==> src/assert_macros.svh <==
// assertion helpers included by the decoder unit rtl
`ifndef ASSERT_MACROS_SVH
`define ASSERT_MACROS_SVH

// same-cycle implication, disabled during reset
`define ASSERT_IMP(label, clk, rst_n, ante, cons, msg) \
  label: assert property (@(posedge clk) disable iff (!rst_n) (ante) |-> (cons)) \
    else $error(msg);

// next-cycle implication, disabled during reset
`define ASSERT_NXT(label, clk, rst_n, ante, cons, msg) \
  label: assert property (@(posedge clk) disable iff (!rst_n) (ante) |=> (cons)) \
    else $error(msg);

`endif

==> src/utd_pkg.sv <==
`default_nettype none
package utd_pkg;

  localparam int UNIT_W = 16;
  localparam int CP_W   = 21;

  localparam logic [UNIT_W-1:0] SURR_MASK  = 16'hFC00;
  localparam logic [UNIT_W-1:0] HIGH_BASE  = 16'hD800;
  localparam logic [UNIT_W-1:0] LOW_BASE   = 16'hDC00;
  localparam logic [CP_W-1:0]   SUPP_BASE  = 21'h10000;
  localparam logic [CP_W-1:0]   CTRL_LIMIT = 21'h00020;
  localparam logic [CP_W-1:0]   SURR_CP_MASK = 21'h1FF800;
  localparam logic [CP_W-1:0]   SURR_CP_BASE = 21'h00D800;
  localparam logic [CP_W-1:0]   CP_CR      = 21'd13;
  localparam logic [CP_W-1:0]   CP_BS      = 21'd8;

  // configuration register map
  localparam int CFG_ADDR_W = 3;
  localparam logic [CFG_ADDR_W-1:0] ADDR_INJECTION_ENABLE = 3'd0;

  typedef enum logic [1:0] {
    CMD_FEED       = 2'd0,
    CMD_ACTIVATE   = 2'd1,
    CMD_DEACTIVATE = 2'd2,
    CMD_SWALLOW    = 2'd3
  } cmd_t;

  typedef struct packed {
    logic              active;
    logic [UNIT_W-1:0] pending_high;
    logic              swallow;
  } state_t;

  typedef struct packed {
    logic            valid;
    logic [CP_W-1:0] code_point;
    logic            from_pair;
  } result_t;

endpackage
`default_nettype wire

==> src/utf16_text_input_decoder_unit.sv <==
`default_nettype none
// UTF-16 text input decoder: takes one command per request (feed a code unit,
// activate, deactivate, swallow the next unit) and emits at most one decoded
// code point per request, joining a high and a low surrogate into one
// supplementary value. It sustains one request per clock unless the result
// channel stalls; a request passes an input register and one decode stage
// into the result register, which offers its code point on the result channel.
// Requests that yield no code point still update the decoder state in order.
// The single register injection_enable sits at byte address 0 and should be
// written only while the block is idle.
`include "assert_macros.svh"
module utf16_text_input_decoder_unit (
  input  wire logic                              clk,
  input  wire logic                              rst_n,
  // input channel
  input  wire logic                              in_valid,
  output logic                                   in_stall,
  input  wire logic [1:0]                        in_command,
  input  wire logic [utd_pkg::UNIT_W-1:0]        in_code_unit,
  // result channel
  output logic                                   out_valid,
  input  wire logic                              out_stall,
  output logic [utd_pkg::CP_W-1:0]               out_code_point,
  output logic                                   out_from_pair,
  // configuration port
  input  wire logic                              psel,
  input  wire logic                              penable,
  input  wire logic                              pwrite,
  input  wire logic [utd_pkg::CFG_ADDR_W-1:0]    paddr,
  input  wire logic [31:0]                       pwdata,
  output logic [31:0]                            prdata,
  output logic                                   pready
);

  logic                          s1_valid_r;
  utd_pkg::cmd_t                 s1_cmd_r;
  logic [utd_pkg::UNIT_W-1:0]    s1_unit_r;
  utd_pkg::state_t               st_r;
  utd_pkg::state_t               st_nxt;
  utd_pkg::result_t              res;
  logic                          out_valid_r;
  logic [utd_pkg::CP_W-1:0]      out_code_point_r;
  logic                          out_from_pair_r;
  logic                          enable_r;
  logic                          in_acc;
  logic                          s1_adv;
  logic                          cfg_wr;

  // handshake
  assign in_stall = s1_valid_r && out_valid_r && out_stall;
  assign in_acc   = in_valid && !in_stall;
  assign s1_adv   = s1_valid_r && !(out_valid_r && out_stall);

  // configuration register
  assign pready = 1'b1;
  assign cfg_wr = psel && penable && pwrite && (paddr == utd_pkg::ADDR_INJECTION_ENABLE);
  assign prdata = (paddr == utd_pkg::ADDR_INJECTION_ENABLE) ? {31'd0, enable_r} : 32'd0;

  always_ff @(posedge clk) begin
    if (!rst_n) begin
      enable_r <= 1'b0;
    end else if (cfg_wr) begin
      enable_r <= pwdata[0];
    end
  end

  // input register
  always_ff @(posedge clk) begin
    if (!rst_n) begin
      s1_valid_r <= 1'b0;
    end else if (in_acc) begin
      s1_valid_r <= 1'b1;
    end else if (s1_adv) begin
      s1_valid_r <= 1'b0;
    end
  end

  always_ff @(posedge clk) begin
    if (in_acc) begin
      s1_cmd_r  <= utd_pkg::cmd_t'(in_command);
      s1_unit_r <= in_code_unit;
    end
  end

  // decode stage
  utd_decode u_decode (
    .cmd    (s1_cmd_r),
    .unit   (s1_unit_r),
    .enable (enable_r),
    .st     (st_r),
    .st_nxt (st_nxt),
    .res    (res)
  );

  // decoder state
  always_ff @(posedge clk) begin
    if (!rst_n) begin
      st_r <= '0;
    end else if (s1_adv) begin
      st_r <= st_nxt;
    end
  end

  // result register
  always_ff @(posedge clk) begin
    if (!rst_n) begin
      out_valid_r <= 1'b0;
    end else if (s1_adv) begin
      out_valid_r <= res.valid;
    end else if (!out_stall) begin
      out_valid_r <= 1'b0;
    end
  end

  always_ff @(posedge clk) begin
    if (s1_adv && res.valid) begin
      out_code_point_r <= res.code_point;
      out_from_pair_r  <= res.from_pair;
    end
  end

  assign out_valid      = out_valid_r;
  assign out_code_point = out_code_point_r;
  assign out_from_pair  = out_from_pair_r;

  // checks
  `ASSERT_IMP(a_pair_supp, clk, rst_n, out_valid_r && out_from_pair_r,
              out_code_point_r >= utd_pkg::SUPP_BASE, "pair result below supplementary range")
  `ASSERT_IMP(a_single_bmp, clk, rst_n, out_valid_r && !out_from_pair_r,
              out_code_point_r[utd_pkg::CP_W-1:utd_pkg::UNIT_W] == '0,
              "single unit result outside basic plane")
  `ASSERT_IMP(a_stall_full, clk, rst_n, in_stall, s1_valid_r && out_valid_r,
              "input stalled with a free stage")
  `ASSERT_NXT(a_deact_clear, clk, rst_n,
              s1_adv && s1_cmd_r == utd_pkg::CMD_DEACTIVATE,
              !st_r.active && !st_r.swallow && st_r.pending_high == '0,
              "deactivate left state behind")

endmodule
`default_nettype wire

==> src/utd_decode.sv <==
`default_nettype none
module utd_decode (
  input  wire utd_pkg::cmd_t                 cmd,
  input  wire logic [utd_pkg::UNIT_W-1:0]    unit,
  input  wire logic                          enable,
  input  wire utd_pkg::state_t               st,
  output utd_pkg::state_t                    st_nxt,
  output utd_pkg::result_t                   res
);

  logic                       is_high;
  logic                       is_low;
  logic                       pair;
  logic [utd_pkg::CP_W-1:0]   combined;
  logic [utd_pkg::CP_W-1:0]   cp;
  logic                       cp_ok;

  // surrogate classification and pair combination
  assign is_high  = (unit & utd_pkg::SURR_MASK) == utd_pkg::HIGH_BASE;
  assign is_low   = (unit & utd_pkg::SURR_MASK) == utd_pkg::LOW_BASE;
  assign pair     = is_low && (st.pending_high != '0);
  assign combined = {1'b0, st.pending_high[9:0], unit[9:0]} + utd_pkg::SUPP_BASE;
  assign cp       = pair ? combined : {5'd0, unit};

  // filter: no stray controls, no surrogates, injection enabled
  assign cp_ok = enable
              && !(cp < utd_pkg::CTRL_LIMIT && cp != utd_pkg::CP_CR && cp != utd_pkg::CP_BS)
              && ((cp & utd_pkg::SURR_CP_MASK) != utd_pkg::SURR_CP_BASE);

  // command handling and state update
  always_comb begin
    st_nxt         = st;
    res.valid      = 1'b0;
    res.code_point = cp;
    res.from_pair  = pair;
    unique case (cmd)
      utd_pkg::CMD_ACTIVATE: begin
        st_nxt.active       = 1'b1;
        st_nxt.pending_high = '0;
      end
      utd_pkg::CMD_DEACTIVATE: begin
        st_nxt.active       = 1'b0;
        st_nxt.pending_high = '0;
        st_nxt.swallow      = 1'b0;
      end
      utd_pkg::CMD_SWALLOW: begin
        st_nxt.swallow = 1'b1;
      end
      utd_pkg::CMD_FEED: begin
        priority if (!st.active) begin
          st_nxt.pending_high = '0;
        end else if (st.swallow) begin
          st_nxt.swallow = 1'b0;
        end else if (is_high) begin
          st_nxt.pending_high = unit;
        end else begin
          st_nxt.pending_high = '0;
          res.valid           = cp_ok;
        end
      end
      default: begin
        st_nxt = st;
      end
    endcase
  end

endmodule
`default_nettype wire

==> config.mk <==
export PLATFORM = sky130hd
export DESIGN_NAME = utf16_text_input_decoder_unit
export DESIGN_NICKNAME = d
export VERILOG_FILES = /design/src/utd_pkg.sv /design/src/utf16_text_input_decoder_unit.sv /design/src/utd_decode.sv
export VERILOG_INCLUDE_DIRS = /design/src /design/src/src
export SDC_FILE = /design/constraint.sdc
export NUM_CORES = 1
export LEC_CHECK = 0
export ABC_AREA = 1
export BUFFER_PORTS_ARGS = -buffer_cell sky130_fd_sc_hd__buf_4
export CORE_MARGIN = 2
export CORE_UTILIZATION = 51
export DETAILED_ROUTE_END_ITERATION = 16
export PLACE_DENSITY = 0.95
export SETUP_SLACK_MARGIN = 0.3
export SYNTH_ARGS = -nofsm -noshare
export SYNTH_HDL_FRONTEND = slang
export SYNTH_SLANG_ARGS = --single-unit
==> constraint.sdc <==
create_clock -name clk -period 3.8 [get_ports clk]
set_clock_uncertainty 0.15 [all_clocks]
set_input_delay 0.95 -clock clk [delete_from_list [all_inputs] [get_ports clk]]
set_output_delay 0.95 -clock clk [all_outputs]
set_load 0.05 [all_outputs]
==> results of run 1 <==
## flip-flops by register name (all words and copies together) (netlist names)
| name | cells |
|---|---|
| out_code_point | 21 |
| st_r | 18 |
| s1_unit_r | 16 |
| s1_cmd_r | 2 |
| enable_r | 1 |
| out_from_pair | 1 |
| out_valid | 1 |
| s1_valid_r | 1 |
## critical path: stages, from the launching register on
cell and delay [ps]:
dfxtp_1 420, inv_1 80, ha_1 200, nand2_1 60
nor2_1 50, nand2_2 130, nand2_4 90, or2_4 240
nand3_2 80, a21oi_2 40, nand2_2 70, nand2_2 70
inv_1 620
## layer usage
layer	GRT usage [%]	part of all wire, %	vias to the layer above
met5	0	0	-
met4	11.5	2.0	0
met3	4.24	6.0	8
met2	27.8	50	58
met1	18.1	42	833
li1	-	-	920
## worst min-delay path by stage
stage / start / end / slack [ps] / cells after the start
floorplan: st_r[14] / st_r[14] / 270 / 2
global route: st_r[11] / st_r[11] / 320 / 2
detailed placement: st_r[11] / st_r[11] / 280 / 2
global placement: st_r[14] / st_r[14] / 270 / 2
CTS: st_r[11] / st_r[11] / 290 / 2
finish: st_r[11] / st_r[11] / 290 / 2
## kinds of logic after synthesis
| logic type | share of synthesized area (%) |
|---|---|
| simple gates | 17.3 |
| compound gates | 5.58 |
| flops | 59.7 |
| xor+xnor | 0.645 |
| other cells | 0.277 |
| fa+ha+maj | 2.76 |
| buf+inv | 13.7 |
## synthesized netlist by cell type, types with 2 or more instances
cell | number | area, sq um
dfxtp_1 | 21 | 420
o21ai_0 | 3 | 15.0
a21oi_1 | 19 | 95.1
a21oi_2 | 2 | 17.5
ha_1 | 6 | 75.1
nand3_2 | 2 | 20.0
nand2_1 | 46 | 173
nand2_2 | 4 | 25.0
buf_4 | 32 | 240
nand3_1 | 9 | 45.0
nor2_2 | 3 | 18.8
inv_1 | 32 | 120
conb_1 | 2 | 7.51
clkbuf_1 | 2 | 7.51
edfxtp_1 | 40 | 1200
nor3_1 | 5 | 25.0
nor2_1 | 22 | 82.6
## power by group
part	total, mW	switching, mW	leakage, nW	internal (mW)
clock	0.477	0.225	0.0821	0.252
combinational	0.136	0.104	0.778	0.0320
sequential	0.741	0.0136	0.531	0.727
## final cells by class
class                      instances  area [sq um]  share of cell area [%]
timing repair buffer              53           398                    12.3
clock inverter                     2          8.76                   0.271
sequential                        61          1620                    50.2
inverter                          32           120                    3.72
multi-input combinational        167           840                    26.0
tap                               70          87.6                    2.71
clock buffer                      14           153                    4.73
## through the flow
stage / hold slack (ps) / util (%) / worst slack, ps / power [mW] / cells
floorplan: 265 / - / 782 / 0.881 / 295
global placement: 272 / 60.0 / 1010 / 0.885 / 383
detailed placement: 279 / 60.0 / 926 / 0.890 / 383
CTS: 287 / 63.2 / 1110 / 1.36 / 399
global route: 324 / 63.2 / 933 / 1.41 / 399
finish: 287 / 63.2 / 1110 / 1.35 / 399
==> results.yml, run 1 <==
outcome:
  outcome: "completed"
routing:
  drt_first_pass_iters: 4
  drtAntennaViolNets: 0
  drc: 0
  routed_via_density: 4.56
  drt_iter0_markers: 46
  vias: 1819
  wirelength_um: 4550
  wire_per_inst_um: 11.4
hold_path:
  min_path_type: "flop to flop"
power_and_ir_drop:
  p_leak_nw: 1.39
  vdd_drop_max_mv: 0.297
  powerDensity_mw_per_mm2: 419
cts:
  cts_setup_buffers: 0
  cts-root-buf: "clkbuf_8"
  cts.path.max_buffers: 2
  cts.htree.levels: 3
  cts_sinks: 61
  clk_pin_slew_ps: 60
  cts_resized: 0
  cts_tree: "done"
  clk-insertion-delay-late_ps: 330
  hold_buffers: 0
  cts_buffers: 9
floorplanning:
  fp-row-count: 26
  io_pins: 117
  dieArea_sq_mm: 0.00592
  core_area_sq_mm: 0.00511
  die_height_um: 77.0
  start_util_pct: 53.2
  fp.dieW_um: 77.0
synth:
  yosysWarningCount: 0
  ys.flop_type: "edfxtp_1"
  synth_edf_count: 40
  syn_avg_cell_area_sq_um: 10.2
  ys_types: 32
  synth-seq-area-share_pct: 59.7
  ys_ff_latch: 61
  syn_area_sq_mm: 0.00272
  synthCells: 265
  synthArstFlopShare_pct: 0
layout:
  post-route-cell-area_sq_mm: 0.00323
  final_cell_mix: "buf_4 (53), nand2_1 (46), edfxtp_1 (40), inv_1 (32), conb_1 (32)"
  final_common_cell: "buf_4"
  fill_cells: 410
  diodes: 0
  layout-drive-gt1-share_pct: 24.6
  nets: 390
  areaGrowthSynthToFinish_pct: 18.9
setup_path:
  endpoint: "out_code_point[12]"
  timing.rr.end: "out_code_point[12]"
  path_max_fanout: 22
  crit_type: "flop to flop"
  reg2reg_slack_ps: 1110
  worstPathArrival_ps: 2500
  start_kind: "flop"
  startpoint: "st_r[7]"
  crit_path_end_kind: "flop"
  r2r_cells: 12
  crit_required_ps: 3610
  worstReg2RegStart: "st_r[7]"
placement:
  hpwl_um: 3300
  gp_congestion: 0.889
  io_buffers: 53
  placed_cell_area_sq_mm: 0.00307
sta:
  tns_ps: 0
  setup_viol: 0
  worstMarginPinSlew_ps: 853
  period_needed_ps: 2690
  period_share_pct: 70.8
  slew-limit-headroom_pct: 43.1
  rsz0062_at_grt: "false"
  fmax_mhz: 372
  maxSlewViolCount: 0
  hold_violations: 0
global_route:
  grt_use_total_pct: 16.5
  grt_max_degree: 23
  grt_pass1_vias: 1734
  grt_pass1_wl_um: 7310
  antenna_found_initial: 0
  grt_overflow: 0
flow_run:
  maxCapViolCount: 0
Note: power is estimated with default switching activity, not from simulation.
==> run 2, diff against run 1 <==
CORE_UTILIZATION = 47   (was 51)
PLACE_DENSITY = 0.91   (was 0.95)
clock period = 2.7 ns   (was 3.8 ns; I/O delays follow)
==> results.yml, run 2 (synthesis results as in run 1) <==
layout:
  final_common_cell: "buf_4"
  largest_register_ffs: 21
  layout-drive-gt1-share_pct: 26.2
  areaGrowthSynthToFinish_pct: 20.4
  utilization_pct: 59.0
  fill_cells: 478
  fin_cells: 404
  nets: 394
  diodes: 0
  final_cell_mix: "buf_4 (56), nand2_1 (46), edfxtp_1 (40), inv_1 (32), conb_1 (32)"
cts:
  cts_sinks: 61
  cts.path.max_buffers: 2
  cts_tree: "done"
  clk-insertion-delay-late_ps: 340
  hold_buffers: 0
  cts-root-buf: "clkbuf_8"
  cts_setup_buffers: 0
  clk_pin_slew_ps: 60
  cts_resized: 0
  cts.htree.levels: 3
  cts_buffers: 9
placement:
  io_buffers: 53
  gp_congestion: 0.875
  hpwl_um: 3360
  pre_cts_ws_ps: 363
  placed_cells: 389
sta:
  maxSlewViolCount: 0
  period_needed_ps: 2210
  worst_slack_ps: 490
  setup_viol: 0
  slew-limit-headroom_pct: 64.9
  tns_ps: 0
  fmax_mhz: 452
  worstMarginPinSlew_ps: 514
  rsz0062_at_grt: "false"
  period_share_pct: 81.9
  hold_violations: 0
  holdWs_ps: 285
setup_path:
  path_max_fanout: 22
  crit_path_end_kind: "flop"
  timing.rr.end: "out_from_pair"
  reg2reg_slack_ps: 490
  start_kind: "flop"
  r2r_cells: 13
  startpoint: "st_r[7]"
  crit_required_ps: 2580
  crit_type: "flop to flop"
  worstPathArrival_ps: 2090
  worstReg2RegStart: "st_r[7]"
hold_path:
  worstHoldEndpoint: "st_r[11]"
  hold-path-cell-count: 2
  min_path_type: "flop to flop"
  hp-start: "st_r[11]"
routing:
  wire_per_inst_um: 11.1
  vias: 1819
  drtAntennaViolNets: 0
  drc: 0
  drt_first_pass_iters: 4
  wirelength_um: 4480
  drt_iter0_markers: 73
  routed_via_density: 4.50
global_route:
  antenna_found_initial: 0
  grt_max_degree: 23
  grt_pass1_vias: 1671
  grt_pass1_wl_um: 7360
  grt_use_total_pct: 15.5
  grt_overflow: 0
power_and_ir_drop:
  powerDensity_mw_per_mm2: 571
  vdd_drop_max_mv: 0.580
  p_leak_nw: 1.41
floorplanning:
  start_util_pct: 49.0
  fp-row-count: 27
  dieArea_sq_mm: 0.00640
  fp.dieW_um: 80.0
  core_area_sq_mm: 0.00554
  io_pins: 117
  die_height_um: 80.0
outcome:
  outcome: "completed"
flow_run:
  maxCapViolCount: 0
==> run 2: cell types whose count changed in the layout (fill, tap and decap cells not counted), sizes merged <==
| cell | change |
|---|---|
| clkbuf | -2 |
| clkinv | +1 |
| buf | +4 |
==> run 2: report_power, final <==
part | internal [mW] | switching [mW]
logic | 0.0475 | 0.148
registers | 1.02 | 0.0177
clock network | 0.321 | 0.308
total | 1.39 | 0.474
==> run 2: how the worst max path moves through the flow <==
stage	slack [ps]	endpoint	cells after the start
2_1_floorplan	390	out_code_point[0]	12
3_3_place_gp	420	out_code_point[13]	13
3_5_place_dp	360	out_code_point[14]	13
4_1_cts	330	out_from_pair	13
5_1_grt	320	out_code_point[16]	14
6_report	490	out_from_pair	13
==> run 2: layout make-up <==
cell class / count / area (sq um) / share of cell area, %
repair buffers: 57 / 435 / 13.3
inverters: 32 / 120 / 3.68
well taps: 72 / 90.1 / 2.76
multi-input cells: 167 / 851 / 26.0
clock inverters: 3 / 13.8 / 0.421
clock buffers: 12 / 135 / 4.13
flip-flops and latches: 61 / 1620 / 49.7
==> run 2: critical path, cell delays in order, from the launching register on <==
cell and delay [ps]:
dfxtp_2 370, inv_1 70, ha_1 200, nand2_1 60, nor2_1 50, nand2_2 130, nand2_4 90, or2_4 240
nand3_2 70, a21oi_2 40, nand2_2 70, nand2_2 60, inv_1 90, buf_8 200
==> run 2: through the flow <==
step	power, mW	area, sq um
after detailed placement	1.25	3110
after floorplan	1.24	2850
after global placement	1.25	3110
after CTS	1.88	3260
final	1.87	3270
after global routing	1.94	3270
==> run 2: metal layers <==
| layer | share of wire, % | wire [um] | GRT usage (%) | vias up |
|---|---|---|---|---|
| met4 | 2.5 | 113 | 7.97 | 0 |
| li1 | - | - | - | 924 |
| met1 | 40 | 1800 | 18.0 | 815 |
| met5 | 0 | 0 | 0 | - |
| met2 | 50 | 2240 | 24.7 | 70 |
| met3 | 7.2 | 321 | 6.33 | 10 |
